$ cat src/rtl/core/bmms_pkg.sv
// ----------------------------------------------------------------------------
// bmms_pkg
// Shared types and constants for the batch min/max/median statistics block.
// ----------------------------------------------------------------------------
package bmms_pkg;

    localparam int COUNT_DEF       = 64;
    localparam int SAMPLE_BITS_DEF = 16;

    // never_below test: MIN_SCALE * min >= max
    localparam int MIN_SCALE       = 20;
    localparam int MIN_SCALE_BITS  = 5;

    // handoff from one sort cell to its right-hand neighbor
    typedef struct packed {
        logic gt;     // neighbor's stored word is greater than the new word (or empty)
        logic valid;  // neighbor holds a sample of the current batch
    } t_link;

endpackage

$ cat src/rtl/core/bmms_cell.sv
// ----------------------------------------------------------------------------
// bmms_cell
// One slot of the insertion sort chain. Holds one sample; on each accepted
// word it keeps its value, takes the new word, or takes its left neighbor's.
// ----------------------------------------------------------------------------
module bmms_cell #(
    parameter int SAMPLE_BITS = bmms_pkg::SAMPLE_BITS_DEF
) (
    input  logic                   i_clk,
    input  logic                   i_rst_n,
    input  logic                   i_en,
    input  logic                   i_clear,
    input  logic [SAMPLE_BITS-1:0] i_level,
    input  logic [SAMPLE_BITS-1:0] i_left_level,
    input  bmms_pkg::t_link        i_left,
    output logic [SAMPLE_BITS-1:0] o_level,
    output logic [SAMPLE_BITS-1:0] o_next_level,
    output bmms_pkg::t_link        o_link
);
    import bmms_pkg::*;

    logic [SAMPLE_BITS-1:0] r_level;
    logic [SAMPLE_BITS-1:0] n_level;
    logic                   r_valid;
    logic                   w_gt;

    // strict compare: equal words stay ahead of the new one
    assign w_gt = !r_valid || (r_level > i_level);

    always_comb begin
        if (!w_gt) begin
            n_level = r_level;
        end else if (i_left.gt) begin
            n_level = i_left_level;
        end else begin
            n_level = i_level;
        end
    end

    always_ff @(posedge i_clk) begin
        if (!i_rst_n) begin
            r_valid <= 1'b0;
        end else if (i_en) begin
            r_valid <= i_clear ? 1'b0 : i_left.valid;
        end
    end

    always_ff @(posedge i_clk) begin
        if (i_en) begin
            r_level <= n_level;
        end
    end

    assign o_level      = r_level;
    assign o_next_level = n_level;
    assign o_link.gt    = w_gt;
    assign o_link.valid = r_valid;

endmodule

$ cat src/rtl/core/batch_min_max_median_stats_top.sv
// ----------------------------------------------------------------------------
// batch_min_max_median_stats_top
// Batch statistics: min, max, 5% floor flag, first-minus-last and twice the
// median over COUNT samples, sorted on the fly by a chain of insertion cells.
// ----------------------------------------------------------------------------
// channel  | direction | handshake          | payload
// sample   | in        | start & !busy      | i_level
// result   | out       | o_valid, 1 cycle   | o_min_level, o_max_level,
//          |           |                    | o_never_below, o_consumption,
//          |           |                    | o_median_twice
//
// One sample per cycle; busy stays low. The sort chain inserts each word in
// the cycle it is accepted, every cell deciding in parallel against its left
// neighbor. The result strobes in the cycle after the COUNT-th sample is accepted.
// Synchronous reset empties the chain and restarts the batch; the result
// port cannot be stalled.
// ----------------------------------------------------------------------------
module batch_min_max_median_stats_top #(
    parameter int COUNT       = bmms_pkg::COUNT_DEF,
    parameter int SAMPLE_BITS = bmms_pkg::SAMPLE_BITS_DEF
) (
    input  logic                    i_clk,
    input  logic                    i_rst_n,
    input  logic                    start,
    output logic                    busy,
    input  logic [SAMPLE_BITS-1:0]  i_level,
    output logic                    o_valid,
    output logic [SAMPLE_BITS-1:0]  o_min_level,
    output logic [SAMPLE_BITS-1:0]  o_max_level,
    output logic                    o_never_below,
    output logic signed [SAMPLE_BITS:0] o_consumption,
    output logic [SAMPLE_BITS:0]    o_median_twice
);
    import bmms_pkg::*;

    localparam int CNT_BITS = $clog2(COUNT + 1);
    localparam int MID_HI   = COUNT / 2;
    localparam int MID_LO   = (COUNT % 2 == 0) ? (COUNT / 2 - 1) : (COUNT / 2);
    localparam int PROD_BITS = SAMPLE_BITS + MIN_SCALE_BITS;

    logic                   w_accept;
    logic                   w_last;
    logic [SAMPLE_BITS-1:0] w_level  [COUNT];
    logic [SAMPLE_BITS-1:0] w_next   [COUNT];
    logic [SAMPLE_BITS-1:0] w_left_level [COUNT];
    t_link                  w_link   [COUNT+1];

    logic [CNT_BITS-1:0]    r_count;
    logic [SAMPLE_BITS-1:0] r_min;
    logic [SAMPLE_BITS-1:0] r_max;
    logic [SAMPLE_BITS-1:0] r_first;
    logic [SAMPLE_BITS-1:0] n_min;
    logic [SAMPLE_BITS-1:0] n_max;
    logic [SAMPLE_BITS-1:0] w_first;
    logic [PROD_BITS-1:0]   w_min_scaled;

    logic                   r_valid;
    logic [SAMPLE_BITS-1:0] r_min_level;
    logic [SAMPLE_BITS-1:0] r_max_level;
    logic                   r_never_below;
    logic [SAMPLE_BITS:0]   r_consumption;
    logic [SAMPLE_BITS:0]   r_median_twice;

    assign busy     = 1'b0;
    assign w_accept = start && !busy;
    assign w_last   = (r_count == CNT_BITS'(COUNT - 1));

    // head of the chain: always valid, never shifts in
    assign w_link[0].gt    = 1'b0;
    assign w_link[0].valid = 1'b1;

    genvar g;
    generate
        for (g = 0; g < COUNT; g++) begin : g_cell
            if (g == 0) begin : g_head
                assign w_left_level[g] = i_level;
            end else begin : g_body
                assign w_left_level[g] = w_level[g-1];
            end
            bmms_cell #(
                .SAMPLE_BITS (SAMPLE_BITS)
            ) u_cell (
                .i_clk        (i_clk),
                .i_rst_n      (i_rst_n),
                .i_en         (w_accept),
                .i_clear      (w_last),
                .i_level      (i_level),
                .i_left_level (w_left_level[g]),
                .i_left       (w_link[g]),
                .o_level      (w_level[g]),
                .o_next_level (w_next[g]),
                .o_link       (w_link[g+1])
            );
        end
    endgenerate

    always_comb begin
        n_min = (i_level < r_min) ? i_level : r_min;
        n_max = (i_level > r_max) ? i_level : r_max;
    end

    assign w_first      = (r_count == '0) ? i_level : r_first;
    assign w_min_scaled = PROD_BITS'(n_min) * PROD_BITS'(MIN_SCALE);

    always_ff @(posedge i_clk) begin
        if (!i_rst_n) begin
            r_count <= '0;
            r_min   <= '1;
            r_max   <= '0;
            r_valid <= 1'b0;
        end else begin
            r_valid <= w_accept && w_last;
            if (w_accept) begin
                if (w_last) begin
                    r_count <= '0;
                    r_min   <= '1;
                    r_max   <= '0;
                end else begin
                    r_count <= r_count + CNT_BITS'(1);
                    r_min   <= n_min;
                    r_max   <= n_max;
                end
            end
        end
    end

    always_ff @(posedge i_clk) begin
        if (w_accept && r_count == '0) begin
            r_first <= i_level;
        end
        if (w_accept && w_last) begin
            r_min_level    <= n_min;
            r_max_level    <= n_max;
            r_never_below  <= (w_min_scaled >= PROD_BITS'(n_max));
            r_consumption  <= {1'b0, w_first} - {1'b0, i_level};
            // odd count: both taps point at the middle cell
            r_median_twice <= {1'b0, w_next[MID_LO]} + {1'b0, w_next[MID_HI]};
        end
    end

    assign o_valid        = r_valid;
    assign o_min_level    = r_min_level;
    assign o_max_level    = r_max_level;
    assign o_never_below  = r_never_below;
    assign o_consumption  = r_consumption;
    assign o_median_twice = r_median_twice;

endmodule
$ cat config.mk
export PLATFORM = sky130hd
export DESIGN_NAME = batch_min_max_median_stats_top
export DESIGN_NICKNAME = d
export VERILOG_FILES = /design/src/rtl/core/bmms_pkg.sv /design/src/rtl/core/bmms_cell.sv /design/src/rtl/core/batch_min_max_median_stats_top.sv
export SDC_FILE = /design/constraint.sdc
export NUM_CORES = 2
export LEC_CHECK = 0
export ABC_AREA = 1
export CAP_MARGIN = 20
export CORE_MARGIN = 5
export CORE_UTILIZATION = 30
export DETAILED_ROUTE_END_ITERATION = 16
export DONT_BUFFER_PORTS = 1
export SLEW_MARGIN = 20
export SYNTH_ARGS = -nofsm -noshare
export SYNTH_HDL_FRONTEND = slang
export SYNTH_SLANG_ARGS = --single-unit
export TNS_END_PERCENT = 10
$ cat constraint.sdc
create_clock -name i_clk -period 11.1 [get_ports i_clk]
set_input_delay 0.555 -clock i_clk [delete_from_list [all_inputs] [get_ports i_clk]]
set_output_delay 0.555 -clock i_clk [all_outputs]
set_load 0.05 [all_outputs]
==> run summary <==
The flow ran to the end, and the final reports show no timing, DRC or antenna violations. The synthesized netlist occupies a cell area of 42500 µm². The final setup violation count is 0. The library cell used most frequently in the layout, excluding fill and tap cells, is sky130_fd_sc_hd__nand2_1. The number of antenna violations at the first check in global routing came to 4.

The antenna violation net count after detailed routing came out at 0. TritonCTS built the clock tree. The final weighted congestion in routability-driven placement is 0.867.

The fraction of layout instances using a drive strength above 1 is 5.32%. The number of CTS-inserted buffers came out at 81. In this run, the number of DRC markers left after iteration 0 of detailed routing was 3206. The clock transition at the registers of the reported paths is 60 ps. The worst-case vdd ir drop is 0.112 mV. The fraction of the yosys area taken by sequential cells came out at 46.6%. Power spread over the standard cell area amounts to 148 nW/µm². Synthesis produced a netlist with a net count of 5171. The worst setup path is of the flop to flop kind. The area enclosed by the die boundary is 149000 µm². The final-report max-slew violation count is 0.

The final HPWL from detailed placement is 79500 µm. Setup repair after global routing left no endpoint under its margin. The via count of the first global-routing pass is 31569. The data arrival at the endpoint of the critical path came out at 5140 ps. The dominant synthesized flop cell is sky130_fd_sc_hd__edfxtp_1. Of all nets on the critical path, the largest fanout is 33. The analysis attributes to cell leakage a power of 20.1 nW. The maximum clock insertion buffer count came out at 3.

The vertical die dimension came out at 386 µm. The count of maximum capacitance violations is 0. The cell total after placement came out at 6276. The normalized max-slew margin came out at 20.9%. The synthesized netlist cell count came out at 4518.

On the critical path, the stage with the largest delay is an instance of sky130_fd_sc_hd__o21ai_0. The tree built by TritonCTS fans out to 684 sinks. The number of nets in the finished design is 5140.

The clock skew after layout is 26.2 ps. The distinct cell type count after synthesis is 54. The routed design has 119000 µm of wire. During placement, the flow inserted port buffers numbering 0. The buffers plus inverters on the worst setup path came out at 2.

The ratio of final minimum period to clock period came out at 42.7%. Setup total negative slack on the finished layout was measured at 0 ps. The non-filler instance count after layout is 6441. The DRC violations left is 0. After layout, the minimum clock period comes to 4740 ps.

The first global-routing pass estimated 185000 µm of wire. The number of failing hold endpoints at the final stage came out at 0. The class of the tightest hold or removal check is primary input to flop. The number of flops mapped to enable cells by yosys is 611. The global-route congestion overflow total came out at 0. The total area inside the core boundary comes to 141000 µm². The pre-antenna-repair detailed-routing pass consisted of 7 iterations. The initial core utilization came out at 30.1%. Walking the worst path, the cells encountered are inv_1, ha_1, nand2_1, inv_1, o21ai_0, a21oi_1, nor2_2, nand2_4, o21ai_0, ha_1, ha_1, a21o_1, o21bai_1, a21oi_1, xnor2_1, ha_1, a21oi_1, o21ai_0, a41oi_1, nor2_1, a211oi_1, nand2_1, nand2_1, nand2_1. The floorplan has 138 rows. The global routing usage summed across all routing layers came out at 15.7%. The largest net degree at the start of global routing is 62. Clock latency on the worst-skew pair, taken at its later pin, is 650 ps. The worst-margin pin slew came out at 1170 ps.

The routed layout has 32975 vias. The H-tree level count is 3. After filler insertion, the fill cell instance count of the layout stands at 14435. The post-detailed-route wirelength per cell is 18.5 µm. 0 antenna diodes ended up in the layout. The share of flip-flops with an asynchronous set or reset after synthesis is 0%. At the worst endpoint, the required time is 11490 ps. The number of resized instances in the post-cts repair step is 0. The I/O pin count came out at 88.

The tree is rooted in a sky130_fd_sc_hd__clkbuf_16. The area growth from synthesis to layout is 11.4%. The mean cell area of the mapped netlist came out at 9.41 µm². The cell family contributing the most delay on the critical path is compound AO/OA/AOI/OAI gates.

The nature of the critical path endpoint is a flop. The worst setup path is launched from a flop. The width of the chip is 386 µm.

Leaving out fill and tap cells, the most frequent cells in the layout are 1212 x sky130_fd_sc_hd__nand2_1, 631 x sky130_fd_sc_hd__ha_1, 611 x sky130_fd_sc_hd__edfxtp_1. The per-cell via count in the routed design is 5.12. The warning count from the yosys run came out at 0. The total of flip-flops plus latches after synthesis is 684. The peak clock frequency supported by timing came out at 0.211 GHz. The worst stage delay on the critical path is 370 ps.
==> cell families after synthesis <==
| kind of cell | count (synthesis) | synth area share (%) |
|---|---|---|
| AOI/OAI and AO/OA | 1081 | 13.9 |
| xor gates and xnor gates | 40 | 0.824 |
| adders and majority gates | 634 | 18.7 |
| buffers and inverters | 434 | 4.09 |
| DFF | 684 | 46.6 |
| other | 1 | 0.00883 |
| and+or+nand+nor | 1644 | 15.8 |
==> state kept, by name (all words and copies together), names as in the netlist <==
signal,count
g_cell.u_cell.o_level,528
g_cell.u_cell.r_valid,33
o_consumption,17
o_median_twice,17
o_max_level,16
o_min_level,16
r_first,16
r_max,16
r_min,16
r_count,7
o_never_below,1
o_valid,1
==> stage by stage <==
stage | power (mW) | worst slack [ps] | cell area [µm²] | utilization (%) | hold WS, ps
detailed placement | 4.36 | 5800 | 44500 | 31.5 | 458
global placement | 4.33 | 5770 | 44500 | 31.5 | 454
CTS | 7.07 | 6360 | 47300 | 33.5 | 2.16
finish | 7.02 | 6360 | 47300 | 33.5 | 45.9
global route | 7.38 | 5930 | 47300 | 33.5 | 16.9
floorplan | 4.00 | 6060 | 42500 | - | 445
==> cell usage after synthesis (all sizes together), types with 50 or more instances <==
cell | instances | share of area (%)
o21ai | 558 | 6.8
edfxtp | 611 | 43
nor3 | 50 | 0.60
nor2 | 130 | 1.2
nand3 | 154 | 1.8
nand2 | 1223 | 11
clkbuf | 118 | 1.0
buf | 68 | 0.86
a21oi | 366 | 4.3
ha | 631 | 19
dfxtp | 73 | 3.4
nand4 | 70 | 1.0
inv | 247 | 2.2
==> cell type report <==
class | count | area (µm²) | area share (%)
multi-input combinational | 3400 | 21000 | 44.3
sequential | 684 | 19800 | 41.8
tap | 1890 | 2360 | 4.99
clock buffer | 113 | 2280 | 4.82
inverter | 248 | 951 | 2.01
timing repair buffer | 72 | 596 | 1.26
clock inverter | 34 | 377 | 0.795
==> power breakdown <==
group / switching (mW) / internal (mW)
Combinational: 0.805 / 0.452
Clock: 1.10 / 1.58
Sequential: 0.0997 / 2.98
Total: 2.01 / 5.02
==> worst paths after layout <==
check | from | end | slack (ps) | depth (start not counted)
max reg2reg | r_min[9] | o_never_below | 6360 | 24
max | r_min[9] | o_never_below | 6360 | 24
min | i_rst_n | r_count[0] | 50 | 2
min reg2reg | r_max[12] | r_max[12] | 470 | 2
==> layer usage <==
| layer | vias to the layer above | global-route usage [%] | wire, µm | share of wire, % |
|---|---|---|---|---|
| met5 | - | 0 | 0 | 0 |
| met4 | 0 | 3.93 | 2990 | 2.5 |
| met3 | 202 | 3.10 | 9240 | 7.7 |
| met2 | 1041 | 23.9 | 50700 | 42 |
| met1 | 15669 | 22.7 | 56400 | 47 |
| li1 | 16063 | - | - | - |
==> repair_timing <==
item                                   4_1_cts  5_1_grt
hold buffers                                18        0
setup buffers                                0        0
endpoints found under the hold margin       72        0
Note: power is estimated with default switching activity, not from simulation.
